<file path="config.mk">
export PLATFORM = sky130hd
export DESIGN_NAME = relocation_delta_encoder_core
export DESIGN_NICKNAME = d
export VERILOG_FILES = /design/src/design/rde_pkg.sv /design/src/design/rde_front.sv /design/src/design/rde_queue.sv /design/src/design/rde_back.sv /design/src/design/relocation_delta_encoder_core.sv
export VERILOG_INCLUDE_DIRS = /design/src /design/src/design
export SDC_FILE = /design/constraint.sdc
export NUM_CORES = 1
export LEC_CHECK = 0
export BUFFER_PORTS_ARGS = -buffer_cell sky130_fd_sc_hd__buf_4
export CAP_MARGIN = 20
export CORE_ASPECT_RATIO = 0.6
export CORE_MARGIN = 4
export CORE_UTILIZATION = 54
export CTS_CLUSTER_SIZE = 20
export DETAILED_ROUTE_END_ITERATION = 8
export PLACE_DENSITY = 0.72
export SETUP_SLACK_MARGIN = 0.1
export SYNTH_ARGS = -nofsm -noshare
export SYNTH_HDL_FRONTEND = slang
export SYNTH_SLANG_ARGS = --single-unit
</file>
<file path="constraint.sdc">
create_clock -name clk -period 23.6 [get_ports clk]
set_input_delay 2.36 -clock clk [delete_from_list [all_inputs] [get_ports clk]]
set_output_delay 2.36 -clock clk [all_outputs]
set_load 0.03 [all_outputs]
</file>
<file path="src/design/relocation_delta_encoder_core_macros.svh">
// assertion macros for the relocation delta encoder core
// the macros expect signals named clk and rst_n in the including scope
`ifndef RELOCATION_DELTA_ENCODER_CORE_MACROS_SVH
`define RELOCATION_DELTA_ENCODER_CORE_MACROS_SVH

// same-cycle implication, disabled while in reset
`define RDE_ASSERT_IMP(name, ante, cons, msg) \
  name: assert property (@(posedge clk) disable iff (!rst_n) (ante) |-> (cons)) \
    else $error(msg);

// next-cycle implication, disabled while in reset
`define RDE_ASSERT_NXT(name, ante, cons, msg) \
  name: assert property (@(posedge clk) disable iff (!rst_n) (ante) |=> (cons)) \
    else $error(msg);

`endif

</file>
<file path="src/design/rde_pkg.sv">
// shared types and constants of the relocation delta encoder
// used by the front, queue, back and top level files; no dependencies
`timescale 1ns / 1ps

package rde_pkg;

  localparam int OFFSET_BITS   = 24;
  localparam int SIZE_BITS     = 25;
  localparam int BYTE_BITS     = 8;
  localparam int REPEAT_BITS   = 17;
  localparam int STATUS_BITS   = 2;
  localparam int IN_DATA_BITS  = 24;
  localparam int IN_USER_BITS  = 2;
  localparam int OUT_DATA_BITS = 32;
  localparam int QUEUE_DEPTH   = 4;

  // tuser bit places on the input side
  localparam int IN_USER_OP  = 0;
  localparam int IN_USER_ABS = 1;

  localparam logic OP_ENTRY = 1'b0;
  localparam logic OP_END   = 1'b1;

  localparam logic [BYTE_BITS-1:0] SKIP_BYTE  = 8'h01;
  localparam logic [BYTE_BITS-1:0] TERM_BYTE  = 8'h00;
  localparam logic [8:0]           SKIP_WORTH = 9'd254;

  // (delta-1)/254 = ((delta-1)>>1)/127, reciprocal of 127 scaled by 2^30, rounded down
  localparam int DIV_SHIFT     = 30;
  localparam int DIV_MULT_BITS = 24;
  localparam logic [DIV_MULT_BITS-1:0] DIV_MULT = 24'd8454660;
  localparam int PROD_BITS     = OFFSET_BITS - 1 + DIV_MULT_BITS;

  typedef enum logic [STATUS_BITS-1:0] {
    STATUS_OK    = 2'd0,
    STATUS_RANGE = 2'd1,
    STATUS_ORDER = 2'd2
  } status_t;

  typedef enum logic [2:0] {
    CMD_TERM,
    CMD_ERR_RANGE,
    CMD_ERR_ORDER,
    CMD_FIRST,
    CMD_DELTA
  } cmd_kind_t;

  typedef struct packed {
    cmd_kind_t              kind;
    logic [OFFSET_BITS-1:0] value;  // offset for first entry, distance for delta
  } cmd_t;

  typedef struct packed {
    logic awaiting;
    logic err;
  } front_stat_t;

endpackage

</file>
<file path="src/design/rde_front.sv">
// front part: holds the image size register and the encoder state,
// checks each request and turns it into at most one command for the queue; uses rde_pkg
`timescale 1ns / 1ps

module rde_front (
  input  logic                                clk,
  input  logic                                rst_n,
  input  logic                                cfg_valid,
  output logic                                cfg_ready,
  input  logic [rde_pkg::SIZE_BITS-1:0]       cfg_data,
  input  logic                                in_tvalid,
  output logic                                in_tready,
  input  logic [rde_pkg::IN_DATA_BITS-1:0]    in_tdata,
  input  logic [rde_pkg::IN_USER_BITS-1:0]    in_tuser,
  input  logic                                q_full,
  output logic                                q_push,
  output rde_pkg::cmd_t                       q_data,
  output rde_pkg::front_stat_t                stat
);

  logic [rde_pkg::SIZE_BITS-1:0]   image_size_r;
  logic [rde_pkg::OFFSET_BITS-1:0] prev_r, prev_nxt;
  logic                            awaiting_r, awaiting_nxt;
  logic                            err_r, err_nxt;

  logic                            accept;
  logic                            op;
  logic                            is_abs;
  logic [rde_pkg::OFFSET_BITS-1:0] off;
  logic [rde_pkg::OFFSET_BITS-1:0] delta;
  logic                            out_of_range;

  assign cfg_ready = 1'b1;
  assign in_tready = ~q_full;
  assign accept    = in_tvalid & ~q_full;

  assign op     = in_tuser[rde_pkg::IN_USER_OP];
  assign is_abs = in_tuser[rde_pkg::IN_USER_ABS];
  assign off    = in_tdata[rde_pkg::OFFSET_BITS-1:0];
  assign delta  = off - prev_r;
  assign out_of_range = {1'b0, off} >= image_size_r;

  assign stat.awaiting = awaiting_r;
  assign stat.err      = err_r;

  always_comb begin
    prev_nxt     = prev_r;
    awaiting_nxt = awaiting_r;
    err_nxt      = err_r;
    q_push       = 1'b0;
    q_data.kind  = rde_pkg::CMD_TERM;
    q_data.value = '0;
    if (accept) begin
      priority if (op == rde_pkg::OP_END) begin
        q_push       = 1'b1;
        q_data.kind  = rde_pkg::CMD_TERM;
        prev_nxt     = '0;
        awaiting_nxt = 1'b1;
        err_nxt      = 1'b0;
      end else if (err_r) begin
        // entries are dropped until the next end request
      end else if (out_of_range) begin
        q_push      = 1'b1;
        q_data.kind = rde_pkg::CMD_ERR_RANGE;
        err_nxt     = 1'b1;
      end else if (is_abs) begin
        // absolute entries only get the range check
      end else if (awaiting_r) begin
        q_push       = 1'b1;
        q_data.kind  = rde_pkg::CMD_FIRST;
        q_data.value = off;
        awaiting_nxt = 1'b0;
        prev_nxt     = off;
      end else if (off < prev_r) begin
        q_push      = 1'b1;
        q_data.kind = rde_pkg::CMD_ERR_ORDER;
        err_nxt     = 1'b1;
      end else begin
        prev_nxt     = off;
        q_push       = delta != '0;
        q_data.kind  = rde_pkg::CMD_DELTA;
        q_data.value = delta;
      end
    end
  end

  always_ff @(posedge clk) begin
    if (!rst_n) begin
      image_size_r <= '0;
      prev_r       <= '0;
      awaiting_r   <= 1'b1;
      err_r        <= 1'b0;
    end else begin
      if (cfg_valid) begin
        image_size_r <= cfg_data;
      end
      prev_r     <= prev_nxt;
      awaiting_r <= awaiting_nxt;
      err_r      <= err_nxt;
    end
  end

endmodule

</file>
<file path="src/design/rde_queue.sv">
// command queue between the front and back parts
// a small register file with read and write pointers; uses rde_pkg::cmd_t
`timescale 1ns / 1ps

module rde_queue #(
  parameter int DEPTH = rde_pkg::QUEUE_DEPTH
) (
  input  logic          clk,
  input  logic          rst_n,
  input  logic          push,
  input  rde_pkg::cmd_t push_data,
  output logic          full,
  input  logic          pop,
  output rde_pkg::cmd_t pop_data,
  output logic          empty
);

  localparam int AW = (DEPTH > 1) ? $clog2(DEPTH) : 1;
  localparam int CW = $clog2(DEPTH + 1);

  rde_pkg::cmd_t   mem [DEPTH];
  logic [AW-1:0]   wr_ptr_r, wr_ptr_nxt;
  logic [AW-1:0]   rd_ptr_r, rd_ptr_nxt;
  logic [CW-1:0]   count_r, count_nxt;

  assign full     = count_r == CW'(DEPTH);
  assign empty    = count_r == '0;
  assign pop_data = mem[rd_ptr_r];

  always_comb begin
    wr_ptr_nxt = wr_ptr_r;
    rd_ptr_nxt = rd_ptr_r;
    count_nxt  = count_r;
    if (push) begin
      wr_ptr_nxt = (wr_ptr_r == AW'(DEPTH - 1)) ? '0 : wr_ptr_r + 1'b1;
    end
    if (pop) begin
      rd_ptr_nxt = (rd_ptr_r == AW'(DEPTH - 1)) ? '0 : rd_ptr_r + 1'b1;
    end
    unique case ({push, pop})
      2'b10:   count_nxt = count_r + 1'b1;
      2'b01:   count_nxt = count_r - 1'b1;
      default: count_nxt = count_r;
    endcase
  end

  always_ff @(posedge clk) begin
    if (push) begin
      mem[wr_ptr_r] <= push_data;
    end
  end

  always_ff @(posedge clk) begin
    if (!rst_n) begin
      wr_ptr_r <= '0;
      rd_ptr_r <= '0;
      count_r  <= '0;
    end else begin
      wr_ptr_r <= wr_ptr_nxt;
      rd_ptr_r <= rd_ptr_nxt;
      count_r  <= count_nxt;
    end
  end

endmodule

</file>
<file path="src/design/rde_back.sv">
// back part: reciprocal multiply stage, run emitter and output register
// takes commands from rde_queue and emits (byte, repeat) runs; uses rde_pkg
`timescale 1ns / 1ps

module rde_back (
  input  logic                                 clk,
  input  logic                                 rst_n,
  input  logic                                 q_empty,
  input  rde_pkg::cmd_t                        q_data,
  output logic                                 q_pop,
  output logic                                 out_valid,
  input  logic                                 out_ready,
  output logic [rde_pkg::BYTE_BITS-1:0]        out_byte,
  output logic [rde_pkg::REPEAT_BITS-1:0]      out_repeat,
  output logic                                 out_last,
  output rde_pkg::status_t                     out_status
);

  // multiply stage
  logic                              s1_valid_r, s1_valid_nxt;
  rde_pkg::cmd_t                     s1_cmd_r;
  logic [rde_pkg::PROD_BITS-1:0]     s1_prod_r;
  logic [rde_pkg::OFFSET_BITS-1:0]   dec;
  logic [rde_pkg::OFFSET_BITS-2:0]   half;

  // emitter stage
  logic                              s2_valid_r, s2_valid_nxt;
  rde_pkg::cmd_t                     s2_cmd_r;
  logic [rde_pkg::REPEAT_BITS-1:0]   s2_q_r;
  logic [1:0]                        s2_idx_r, s2_idx_nxt;

  logic [8:0]                        q254;
  logic [8:0]                        r9;
  logic                              adj;
  logic [rde_pkg::REPEAT_BITS-1:0]   skips;
  logic [8:0]                        rem9;
  logic                              has_skip;

  logic [rde_pkg::BYTE_BITS-1:0]     cur_byte;
  logic [rde_pkg::REPEAT_BITS-1:0]   cur_repeat;
  logic                              cur_last;
  rde_pkg::status_t                  cur_status;

  logic                              out_valid_r, out_valid_nxt;
  logic [rde_pkg::BYTE_BITS-1:0]     out_byte_r;
  logic [rde_pkg::REPEAT_BITS-1:0]   out_repeat_r;
  logic                              out_last_r;
  rde_pkg::status_t                  out_status_r;

  logic                              out_ld;
  logic                              s2_free;
  logic                              s1_move;
  logic                              s1_free;

  assign out_ld  = s2_valid_r & (~out_valid_r | out_ready);
  assign s2_free = ~s2_valid_r | (out_ld & cur_last);
  assign s1_move = s1_valid_r & s2_free;
  assign s1_free = ~s1_valid_r | s1_move;
  assign q_pop   = ~q_empty & s1_free;

  // skips = (delta-1)/254 estimated low by at most one
  assign dec  = q_data.value - 1'b1;
  assign half = dec[rde_pkg::OFFSET_BITS-1:1];

  // exact correction on the low nine bits: remainder lies in 1..508 before the fix
  assign q254     = {s2_q_r[0], 8'b0} - {s2_q_r[7:0], 1'b0};
  assign r9       = s2_cmd_r.value[8:0] - q254;
  assign adj      = r9 > rde_pkg::SKIP_WORTH;
  assign skips    = s2_q_r + rde_pkg::REPEAT_BITS'(adj);
  assign rem9     = adj ? r9 - rde_pkg::SKIP_WORTH : r9;
  assign has_skip = skips != '0;

  always_comb begin
    cur_byte   = rde_pkg::TERM_BYTE;
    cur_repeat = rde_pkg::REPEAT_BITS'(1);
    cur_last   = 1'b1;
    cur_status = rde_pkg::STATUS_OK;
    unique case (s2_cmd_r.kind)
      rde_pkg::CMD_TERM: begin
        cur_byte = rde_pkg::TERM_BYTE;
      end
      rde_pkg::CMD_ERR_RANGE: begin
        cur_repeat = '0;
        cur_status = rde_pkg::STATUS_RANGE;
      end
      rde_pkg::CMD_ERR_ORDER: begin
        cur_repeat = '0;
        cur_status = rde_pkg::STATUS_ORDER;
      end
      rde_pkg::CMD_FIRST: begin
        // big-endian longword, top byte is always zero for a 24-bit offset
        cur_last = s2_idx_r == 2'd3;
        unique case (s2_idx_r)
          2'd0:    cur_byte = '0;
          2'd1:    cur_byte = s2_cmd_r.value[23:16];
          2'd2:    cur_byte = s2_cmd_r.value[15:8];
          default: cur_byte = s2_cmd_r.value[7:0];
        endcase
      end
      rde_pkg::CMD_DELTA: begin
        if (has_skip && s2_idx_r == 2'd0) begin
          cur_byte   = rde_pkg::SKIP_BYTE;
          cur_repeat = skips;
          cur_last   = 1'b0;
        end else begin
          cur_byte = rem9[rde_pkg::BYTE_BITS-1:0];
        end
      end
      default: begin
        cur_repeat = '0;
      end
    endcase
  end

  always_comb begin
    s1_valid_nxt = s1_valid_r;
    if (q_pop) begin
      s1_valid_nxt = 1'b1;
    end else if (s1_move) begin
      s1_valid_nxt = 1'b0;
    end

    s2_valid_nxt = s2_valid_r;
    s2_idx_nxt   = s2_idx_r;
    if (s1_move) begin
      s2_valid_nxt = 1'b1;
      s2_idx_nxt   = '0;
    end else if (out_ld && cur_last) begin
      s2_valid_nxt = 1'b0;
    end else if (out_ld) begin
      s2_idx_nxt = s2_idx_r + 1'b1;
    end

    out_valid_nxt = out_valid_r;
    if (out_ld) begin
      out_valid_nxt = 1'b1;
    end else if (out_ready) begin
      out_valid_nxt = 1'b0;
    end
  end

  always_ff @(posedge clk) begin
    if (q_pop) begin
      s1_cmd_r  <= q_data;
      s1_prod_r <= rde_pkg::PROD_BITS'(half) * rde_pkg::PROD_BITS'(rde_pkg::DIV_MULT);
    end
    if (s1_move) begin
      s2_cmd_r <= s1_cmd_r;
      s2_q_r   <= s1_prod_r[rde_pkg::DIV_SHIFT +: rde_pkg::REPEAT_BITS];
    end
    if (out_ld) begin
      out_byte_r   <= cur_byte;
      out_repeat_r <= cur_repeat;
      out_last_r   <= cur_last;
      out_status_r <= cur_status;
    end
  end

  always_ff @(posedge clk) begin
    if (!rst_n) begin
      s1_valid_r  <= 1'b0;
      s2_valid_r  <= 1'b0;
      s2_idx_r    <= '0;
      out_valid_r <= 1'b0;
    end else begin
      s1_valid_r  <= s1_valid_nxt;
      s2_valid_r  <= s2_valid_nxt;
      s2_idx_r    <= s2_idx_nxt;
      out_valid_r <= out_valid_nxt;
    end
  end

  assign out_valid  = out_valid_r;
  assign out_byte   = out_byte_r;
  assign out_repeat = out_repeat_r;
  assign out_last   = out_last_r;
  assign out_status = out_status_r;

endmodule

</file>
<file path="src/design/relocation_delta_encoder_core.sv">
// Relocation delta encoder core: turns a sorted stream of relocation offsets into
// the runs of a delta-coded relocation table.
// Input stream: in_tdata carries the offset, in_tuser the end flag and absolute flag.
// Each request gives zero to four result runs on the output stream; out_tlast marks
// the last run of a request, out_tuser gives the status (ok, out of range, backwards).
// A run with repeat zero is an error report and carries nothing to emit.
// Configuration: cfg_data writes the image size; write it only while the core is idle.
// Path: a request passes the queue, then the multiply, emitter and output registers.
// Throughput: one run per cycle on the output while out_tready is high; a request is taken
// every cycle while the command queue has room, so the sustained rate is set by the run
// count per request (1 or 2 for a distance, 4 for the first entry) at the output register.
// Reset: the image size is zero, the encoder waits for a first entry, the error
// flag is clear and the queue and pipeline are empty. No clearing pass is needed.
// Stall: when out_tready is low the run in the output register holds, the pipeline
// fills, and once the command queue is full in_tready drops.
// Depends on rde_pkg, rde_front, rde_queue, rde_back and the macros header.
`timescale 1ns / 1ps
`include "relocation_delta_encoder_core_macros.svh"

module relocation_delta_encoder_core #(
  parameter int QUEUE_DEPTH = rde_pkg::QUEUE_DEPTH
) (
  input  logic                                clk,
  input  logic                                rst_n,
  input  logic                                cfg_valid,
  output logic                                cfg_ready,
  input  logic [rde_pkg::SIZE_BITS-1:0]       cfg_data,      // image_size
  input  logic                                in_tvalid,
  output logic                                in_tready,
  input  logic [rde_pkg::IN_DATA_BITS-1:0]    in_tdata,      // offset
  input  logic [rde_pkg::IN_USER_BITS-1:0]    in_tuser,      // op, is_absolute
  output logic                                out_tvalid,
  input  logic                                out_tready,
  output logic [rde_pkg::OUT_DATA_BITS-1:0]   out_tdata,     // out_byte, repeat_res, zero pad
  output logic [rde_pkg::STATUS_BITS-1:0]     out_tuser,     // status
  output logic                                out_tlast
);

  localparam int PAD_BITS = rde_pkg::OUT_DATA_BITS - rde_pkg::BYTE_BITS - rde_pkg::REPEAT_BITS;

  logic                               q_full;
  logic                               q_empty;
  logic                               q_push;
  logic                               q_pop;
  rde_pkg::cmd_t                      q_wdata;
  rde_pkg::cmd_t                      q_rdata;
  rde_pkg::front_stat_t               front_stat;
  logic [rde_pkg::BYTE_BITS-1:0]      res_byte;
  logic [rde_pkg::REPEAT_BITS-1:0]    res_repeat;
  rde_pkg::status_t                   res_status;

  rde_front u_front (
    .clk       (clk),
    .rst_n     (rst_n),
    .cfg_valid (cfg_valid),
    .cfg_ready (cfg_ready),
    .cfg_data  (cfg_data),
    .in_tvalid (in_tvalid),
    .in_tready (in_tready),
    .in_tdata  (in_tdata),
    .in_tuser  (in_tuser),
    .q_full    (q_full),
    .q_push    (q_push),
    .q_data    (q_wdata),
    .stat      (front_stat)
  );

  rde_queue #(
    .DEPTH (QUEUE_DEPTH)
  ) u_queue (
    .clk       (clk),
    .rst_n     (rst_n),
    .push      (q_push),
    .push_data (q_wdata),
    .full      (q_full),
    .pop       (q_pop),
    .pop_data  (q_rdata),
    .empty     (q_empty)
  );

  rde_back u_back (
    .clk        (clk),
    .rst_n      (rst_n),
    .q_empty    (q_empty),
    .q_data     (q_rdata),
    .q_pop      (q_pop),
    .out_valid  (out_tvalid),
    .out_ready  (out_tready),
    .out_byte   (res_byte),
    .out_repeat (res_repeat),
    .out_last   (out_tlast),
    .out_status (res_status)
  );

  assign out_tdata = {{PAD_BITS{1'b0}}, res_repeat, res_byte};
  assign out_tuser = res_status;

  // an error report is always the final run of its request
  `RDE_ASSERT_IMP(a_err_is_last, out_tvalid && res_status != rde_pkg::STATUS_OK, out_tlast,
    "error report without tlast")

  // a good run always has something to emit
  `RDE_ASSERT_IMP(a_ok_repeat_nonzero, out_tvalid && res_status == rde_pkg::STATUS_OK,
    res_repeat != '0, "ok run with zero repeat")

  // an end request rearms the encoder and clears the error flag
  `RDE_ASSERT_NXT(a_end_rearms,
    in_tvalid && in_tready && in_tuser[rde_pkg::IN_USER_OP] == rde_pkg::OP_END,
    front_stat.awaiting && !front_stat.err, "end request did not rearm")

endmodule
</file>
# Word level (Yosys, flattened, before mapping)
# Memories as Yosys holds them, arrays and structs flattened. A register that Yosys moved wholly into a read port is not among the register bits.
# Cells that the tools add are included.
dict set report op_classes {
  addsub 11
  multipliers 1
  n_lt_le_gt_ge 3
  eq_ne 16
  mux 55
  n_bitwise 15
  n_reduce_logical 16
}
# op count
set ops {}
lappend ops {{$mux 24} 9}
lappend ops {{$mux 27} 4}
lappend ops {{$mul 23x22->45 const B} 1}
lappend ops {{$pmux 17 s2} 1}
lappend ops {{$mux 1} 26}
lappend ops {{$ge 24x25->1} 1}
lappend ops {{$lt 24x24->1} 1}
lappend ops {{$pmux 8 s3} 1}
lappend ops {{$reduce_bool 24->1} 1}
lappend ops {{$sub 24x1->24 const B} 1}
lappend ops {{$sub 24x24->24} 1}
lappend ops {{$sub 9x9->9} 2}
lappend ops {{$add 17x1->17} 1}
lappend ops {{$mux 17} 1}
lappend ops {{$reduce_bool 17->1} 1}
lappend ops {{$mux 8} 2}
lappend ops {{$pmux 8 s2} 1}
lappend ops {{$eq 2x2->1 const B} 5}
lappend ops {{$gt 9x8->1 const B} 1}
lappend ops {{$mux 3} 3}
lappend ops {{$mux 2} 4}
lappend ops {{$reduce_bool 2->1} 4}
lappend ops {{$sub 8x8->8 const B} 1}
lappend ops {{$not 1->1} 7}
lappend ops {{other kinds (21)} 37}
dict set report word_totals {
  register_bits 207
  ramBits 108
  in_bits 56
  output_inout_bits 38
  wordCells 139
  mem_count 1
}
# name depth word_bits rd rd_clocked_by_memory_dff wr line
set memory_table {}
lappend memory_table {u_queue.mem 4 27 1 1 1 rde_queue.sv:21} ;# rde_pkg::cmd_t mem [DEPTH];

# Depth between registers and ports, before layout
dict set report logic_depth {
  word_depth 15
  depth_mapped 28
  depth_no_buf 27
}

# By module
# A second synthesis with hierarchy kept.
dict set report unflattened {
  cells_unflattened 1492
  area_unflattened_um2 17431.7
}
# module instances cells_per_inst area_per_inst_um2 seq_area_each_um2
set modules_own_cells {}
lappend modules_own_cells {rde_back 1 748 8523.2 3583.4}
lappend modules_own_cells {rde_front 1 548 4444.3 1021.0}
lappend modules_own_cells {rde_queue 1 188 4408.0 3423.3}
lappend modules_own_cells {relocation_delta_encoder_core 1 8 56.3 0.0}

# Least setup slack after synthesis
# Ideal clock, no wire load.
dict set report synth_timing {
  path_type {register to register}
  startpoint {register u_back.s2_q_r[2] in the netlist's numbering}
  endpoint {register u_back.s2_cmd_r[0] in the netlist's numbering, enable pin}
  setup_ns 0.445
  t_arrival_ns 6.951
  required_ns 23.155
  setup_slack_ns 16.204
  stages_incl_launch_ff 25
  n_path_buf 1
  synth_period_minus_slack_ns 7.396
  path_cell_list {edfxtp_1 -> clkbuf_1 -> inv_1 -> ha_1 -> inv_1 -> ha_1 -> nor2b_1 -> o21ai_0 -> a21boi_0 -> nor4_1 -> and3_1 -> nand3_1 -> o311ai_2 -> ha_1 -> ha_1 -> and4_1 -> and3_1 -> and3_1 -> nand3_1 -> o32ai_1 -> a31oi_1 -> o311ai_2 -> nand2_1 -> o21a_1 -> nor2_1}
}
dict set report synth_between {
  elab_chain_cells 11
}
# element line
set synth_rtl {}
lappend synth_rtl {{from (decl)} rde_back.sv:29} ;# logic [rde_pkg::REPEAT_BITS-1:0] s2_q_r;
lappend synth_rtl {{from (signal assigned)} rde_back.sv:149} ;# s2_q_r <= s1_prod_r[rde_pkg::DIV_SHIFT +: rde_pkg::REPEAT_BITS];
lappend synth_rtl {{$sub 9x9->9} rde_back.sv:66} ;# assign q254 = {s2_q_r[0], 8'b0} - {s2_q_r[7:0], 1'b0};
lappend synth_rtl {{$sub 9x9->9} rde_back.sv:67} ;# assign r9 = s2_cmd_r.value[8:0] - q254;
lappend synth_rtl {{$gt 9x8->1} rde_back.sv:68} ;# assign adj = r9 > rde_pkg::SKIP_WORTH;
lappend synth_rtl {{$add 17x1->17 *} rde_back.sv:69} ;# assign skips = s2_q_r + rde_pkg::REPEAT_BITS'(adj);
lappend synth_rtl {{$reduce_bool 17->1 *} rde_back.sv:71} ;# assign has_skip = skips != '0;
lappend synth_rtl {{$logic_and 1x1->1 *} rde_back.sv:101} ;# if (has_skip && s2_idx_r == 2'd0) begin
lappend synth_rtl {{$mux 1 *} rde_back.sv:101}
lappend synth_rtl {{$pmux 1 s2 *} rde_back.sv:78} ;# unique case (s2_cmd_r.kind)
lappend synth_rtl {{$and 1x1->1 *} rde_back.sv:56} ;# assign s2_free = ~s2_valid_r | (out_ld & cur_last);
lappend synth_rtl {{$or 1x1->1 *} rde_back.sv:56}
lappend synth_rtl {{$and 1x1->1 *} rde_back.sv:57} ;# assign s1_move = s1_valid_r & s2_free;
lappend synth_rtl {{via u_back.s1_move} rde_back.sv:52} ;# logic s1_move;
lappend synth_rtl {{to (signal assigned)} rde_back.sv:148} ;# s2_cmd_r <= s1_cmd_r;
lappend synth_rtl {{to (decl)} rde_back.sv:28} ;# rde_pkg::cmd_t s2_cmd_r;
# Mark *: on every way through the listed nets, which the timed path passes. The rest lies on a longest branch.
# A chain may end at the register's enable or synchronous reset.

# Final worst setup path
dict set report layout_timing {
  startpoint {register u_back.s2_q_r[2] in the netlist's numbering}
  endpoint {register u_queue.count_r[2]}
}
dict set report layout_between {
  elab_chain_cells 15
  elab_cells_between_ends 17
  classes_between {3 x add/sub; 1 x order compare; 2 x eq/ne; 3 x mux; 5 x bitwise; 3 x reduce/logical}
}
# element line
set layout_rtl {}
lappend layout_rtl {{$sub 9x9->9} rde_back.sv:66}
lappend layout_rtl {{$sub 9x9->9} rde_back.sv:67}
lappend layout_rtl {{$gt 9x8->1} rde_back.sv:68}
lappend layout_rtl {{$add 17x1->17 *} rde_back.sv:69}
lappend layout_rtl {{$reduce_bool 17->1 *} rde_back.sv:71}
lappend layout_rtl {{$logic_and 1x1->1 *} rde_back.sv:101}
lappend layout_rtl {{$mux 1 *} rde_back.sv:101}
lappend layout_rtl {{$pmux 1 s2 *} rde_back.sv:78}
lappend layout_rtl {{$and 1x1->1 *} rde_back.sv:56}
lappend layout_rtl {{$or 1x1->1 *} rde_back.sv:56}
lappend layout_rtl {{$and 1x1->1 *} rde_back.sv:57}
lappend layout_rtl {{$or 1x1->1 *} rde_back.sv:58} ;# assign s1_free = ~s1_valid_r | s1_move;
lappend layout_rtl {{$and 1x1->1 *} rde_back.sv:59} ;# assign q_pop = ~q_empty & s1_free;
lappend layout_rtl {{via q_pop} relocation_delta_encoder_core.sv:44} ;# logic q_pop;
lappend layout_rtl {{$eq 2x1->1 or $eq 2x2->1 (tied branches)} rde_queue.sv:40} ;# unique case ({push, pop})
lappend layout_rtl {{$pmux 3 s2 or $reduce_bool 2->1 (tied branches)} --}
lappend layout_rtl {{to (signal assigned)} rde_queue.sv:61} ;# count_r <= count_nxt;
lappend layout_rtl {{to (decl)} rde_queue.sv:24} ;# logic [CW-1:0] count_r, count_nxt;
# Marks and branches as above.

==> qor.csv <==
stage,metric,value,unit
worst_setup_path,cp_max_fo,47,
final_layout,fin_cells,2064,
drt,wire_per_inst,20.3,um
worst_setup_path,required,24.09,ns
drt,via_per_inst,5.95,
synthesis,yosysTopAreaCellShare,38.5,%
clock_network,cts_tree,done,
worst_setup_path,critPathMaxStageDelay,0.52,ns
timing,slew_headroom,33.5,%
worst_setup_path,crit_path_frequent_cell,ha_1,
clock_network,clk_latency,0.56,ns
synthesis,synth_compound_area_share,11.3,%
synthesis,yosys.area.top_type,edfxtp_1,
synthesis,synth_cell_types,80,
timing,whs,0.410,ns
clock_network,clockBufferDepth,3,
placement,dp.cells,2010,
flow_run,max-cap-violations,0,
worst_setup_path,critPathLaunchType,flop,
global_route,grt_overflow,0,
floorplanning,die_w,240,um
synthesis,syn-mean-instance-area,11.3,sq um
drt,drt-initial-drc-count,1606,
synthesis,synth_xor_area_share,3.76,%
floorplanning,placementRows,50,
global_route,met3_usage,7.65,%
synthesis,synthCells,1550,
global_route,grt_max_degree,66,
final_layout,fin_nets,1895,
timing,tightest_slew,0.998,ns
global_route,use_met1,39.1,%
status,status,"finished, final reports clean",
drt,vias,12274,
placement,io_buffers,85,
drt,drtAntennaViolNets,0,
global_route,antenna_found_initial,1,
placement,place_hpwl,32.3,mm
synthesis,synth_edf_count,224,
timing,finClkSkew,0.0134,ns
clock_network,cts-root-buf,clkbuf_16,
global_route,busiest_layer,met1,
floorplanning,core_area,31500,sq um
worst_setup_path,arrival,8.38,ns
synthesis,yosys.area_share.simple,13.0,%
worst_setup_path,criticalPathCategory,reg -> reg,
floorplanning,dieArea,35400,sq um
floorplanning,start_util,55.3,%
drt,drc_errors,0,
drt,dr.pass1.iters,6,
timing,setup_viol,0,
floorplanning,die_h,147,um
synthesis,yosys_warnings,0,
clock_network,cts_setup_buffers,0,
timing,fmax,127,MHz
worst_setup_path,slowest_stage,buf_4,
placement,gp_congestion,0.938,
global_route,track_usage,23.7,%
hold_path,hold_class,reg -> reg,
drt,totalWireLength,42.0,mm
timing,slew_viol_final,0,
synthesis,syn_area,17500,sq um
timing,rsz0062_at_grt,false,
synthesis,ys_seq_elements,289,
clock_network,clk_pin_slew,0.07,ns
synthesis,synth.most_common_cell,edfxtp_1,
clock_network,cts.sinks,289,
global_route,grt_pass1_vias,11635,
timing,final_hold_viol_count,0,
clock_network,cts_hold_buf,0,
clock_network,postCtsResizedCells,0,
synthesis,synth_area_leaders,"edfxtp_1 39%, ha_1 14%, dfxtp_1 7.5%",
clock_network,cts_buffers,28,
synthesis,synthTopCellsByCount,"224 x edfxtp_1, 199 x ha_1, 124 x inv_1",
global_route,use_met2,30.4,%
timing,fin_setup_tns,0,ns
synthesis,synth_top_family_by_area,adder cells,
global_route,grt_pass1_wl,65.9,mm
timing,fin_crit_sh,33.4,%
timing,min_period,7.89,ns
worst_setup_path,end_kind,flop,
synthesis,async_flop_share,0,%
final_layout,drive_gt1_share,12.0,%
synthesis,muxShareOfSynthArea,5.59,%
floorplanning,num_io_pins,94,
synthesis,yosys_most_used_dff,edfxtp_1,
final_layout,area_growth,11.8,%
clock_network,htree_num_levels,1,
synthesis,seq_area_frac_synth,46.0,%
synthesis,synth_fa_ha_area_share,16.0,%
## stage by stage
stage	utilization, %	setup WS [ns]	area (sq um)
6_report	61.9	15.71	19500
5_1_grt	61.9	15.29	19500
4_1_cts	61.8	15.78	19500
3_5_place_dp	58.6	15.84	18500
3_3_place_gp	58.6	16.00	18500
2_1_floorplan	-	16.20	17500
## routing by layer
metal | vias to the layer above | part of all wire (%)
met3 | 46 | 11
met4 | 0 | 1.3
met5 | - | 0
met2 | 484 | 38
li1 | 5853 | -
met1 | 5891 | 50
## worst paths after layout
path / start / endpoint / slack (ns) / cells after the start
min reg2reg: u_back.s1_prod_r[31]$_DFFE_PN_ / u_back.s2_q_r[1]$_DFFE_PP_ / 0.41 / 0
min: u_back.s1_prod_r[31]$_DFFE_PN_ / u_back.s2_q_r[1]$_DFFE_PP_ / 0.41 / 0
max: u_back.s2_q_r[2]$_DFFE_PP_ / u_queue.count_r[2]$_SDFFE_PN0P_ / 15.71 / 29
max reg2reg: u_back.s2_q_r[2]$_DFFE_PP_ / u_queue.count_r[2]$_SDFFE_PN0P_ / 15.71 / 29
## layout make-up
cell class	instances	area, sq um
Fill cell	2532	12000
Multi-Input combinational cell	1079	8710
Sequential cell	289	8030
Timing Repair Buffer	100	756
Clock buffer	31	733
Tap cell	416	520
Inverter	127	477
Clock inverter	21	283
Antenna cell	1	2.50
## critical path, delay by kind of cell (launching register included)
family | cells | cell delay, ns
compound gates | 7 | 1.63
xor+xnor | 1 | 0.17
fa+ha+maj | 6 | 1.83
buf+inv | 6 | 1.35
flops | 1 | 0.51
mux | 1 | 0.24
simple gates | 8 | 2.01
## cell families (layout without fill, tap and decap cells)
family                   after synthesis  in the layout
flip-flops                           289            289
multiplexers                          62             62
AO/OA/AOI/OAI                        291            291
AND/OR/NAND/NOR                      430            430
XOR/XNOR                              74             74
other                                  2              9
buffers and inverters                188            279
adder cells (fa/ha/maj)              214            214
## registers in the layout (all words and copies together), names as in the netlist, 2 cells and up, named ones only
| signal | count |
|---|---|
| u_back.out_status | 2 |
| u_back.s2_idx_r | 2 |
| u_queue.count_r | 3 |
| u_front.image_size_r | 25 |
| u_back.out_repeat | 17 |
| u_front.prev_r | 24 |
| u_queue.wr_ptr_r | 2 |
| u_back.s2_cmd_r | 27 |
| u_back.s2_q_r | 17 |
| u_back.s1_cmd_r | 27 |
| u_queue.rd_ptr_r | 2 |
| u_queue.mem | 108 |
| u_back.s1_prod_r | 17 |
| u_back.out_byte | 8 |
## cell usage in the layout (no fill, tap or decap), types with 17 or more instances in the layout
| cell type | count |
|---|---|
| nor3_1 | 39 |
| edfxtp_1 | 224 |
| nand2_1 | 93 |
| a21oi_1 | 71 |
| dfxtp_1 | 64 |
| nand3b_1 | 25 |
| clkbuf_16 | 29 |
| a21o_1 | 18 |
| buf_4 | 99 |
| mux4_2 | 23 |
| ha_1 | 199 |
| o21ai_0 | 44 |
| nor2b_1 | 35 |
| mux2i_1 | 33 |
| xor2_1 | 27 |
| inv_1 | 124 |
| nor2_1 | 90 |
| xnor2_1 | 46 |
| nand3_1 | 35 |
| or3_1 | 17 |
| a21boi_0 | 28 |
Power is not shown: default switching activity piles up to over one toggle a cycle in this logic, so the estimate is an artifact.
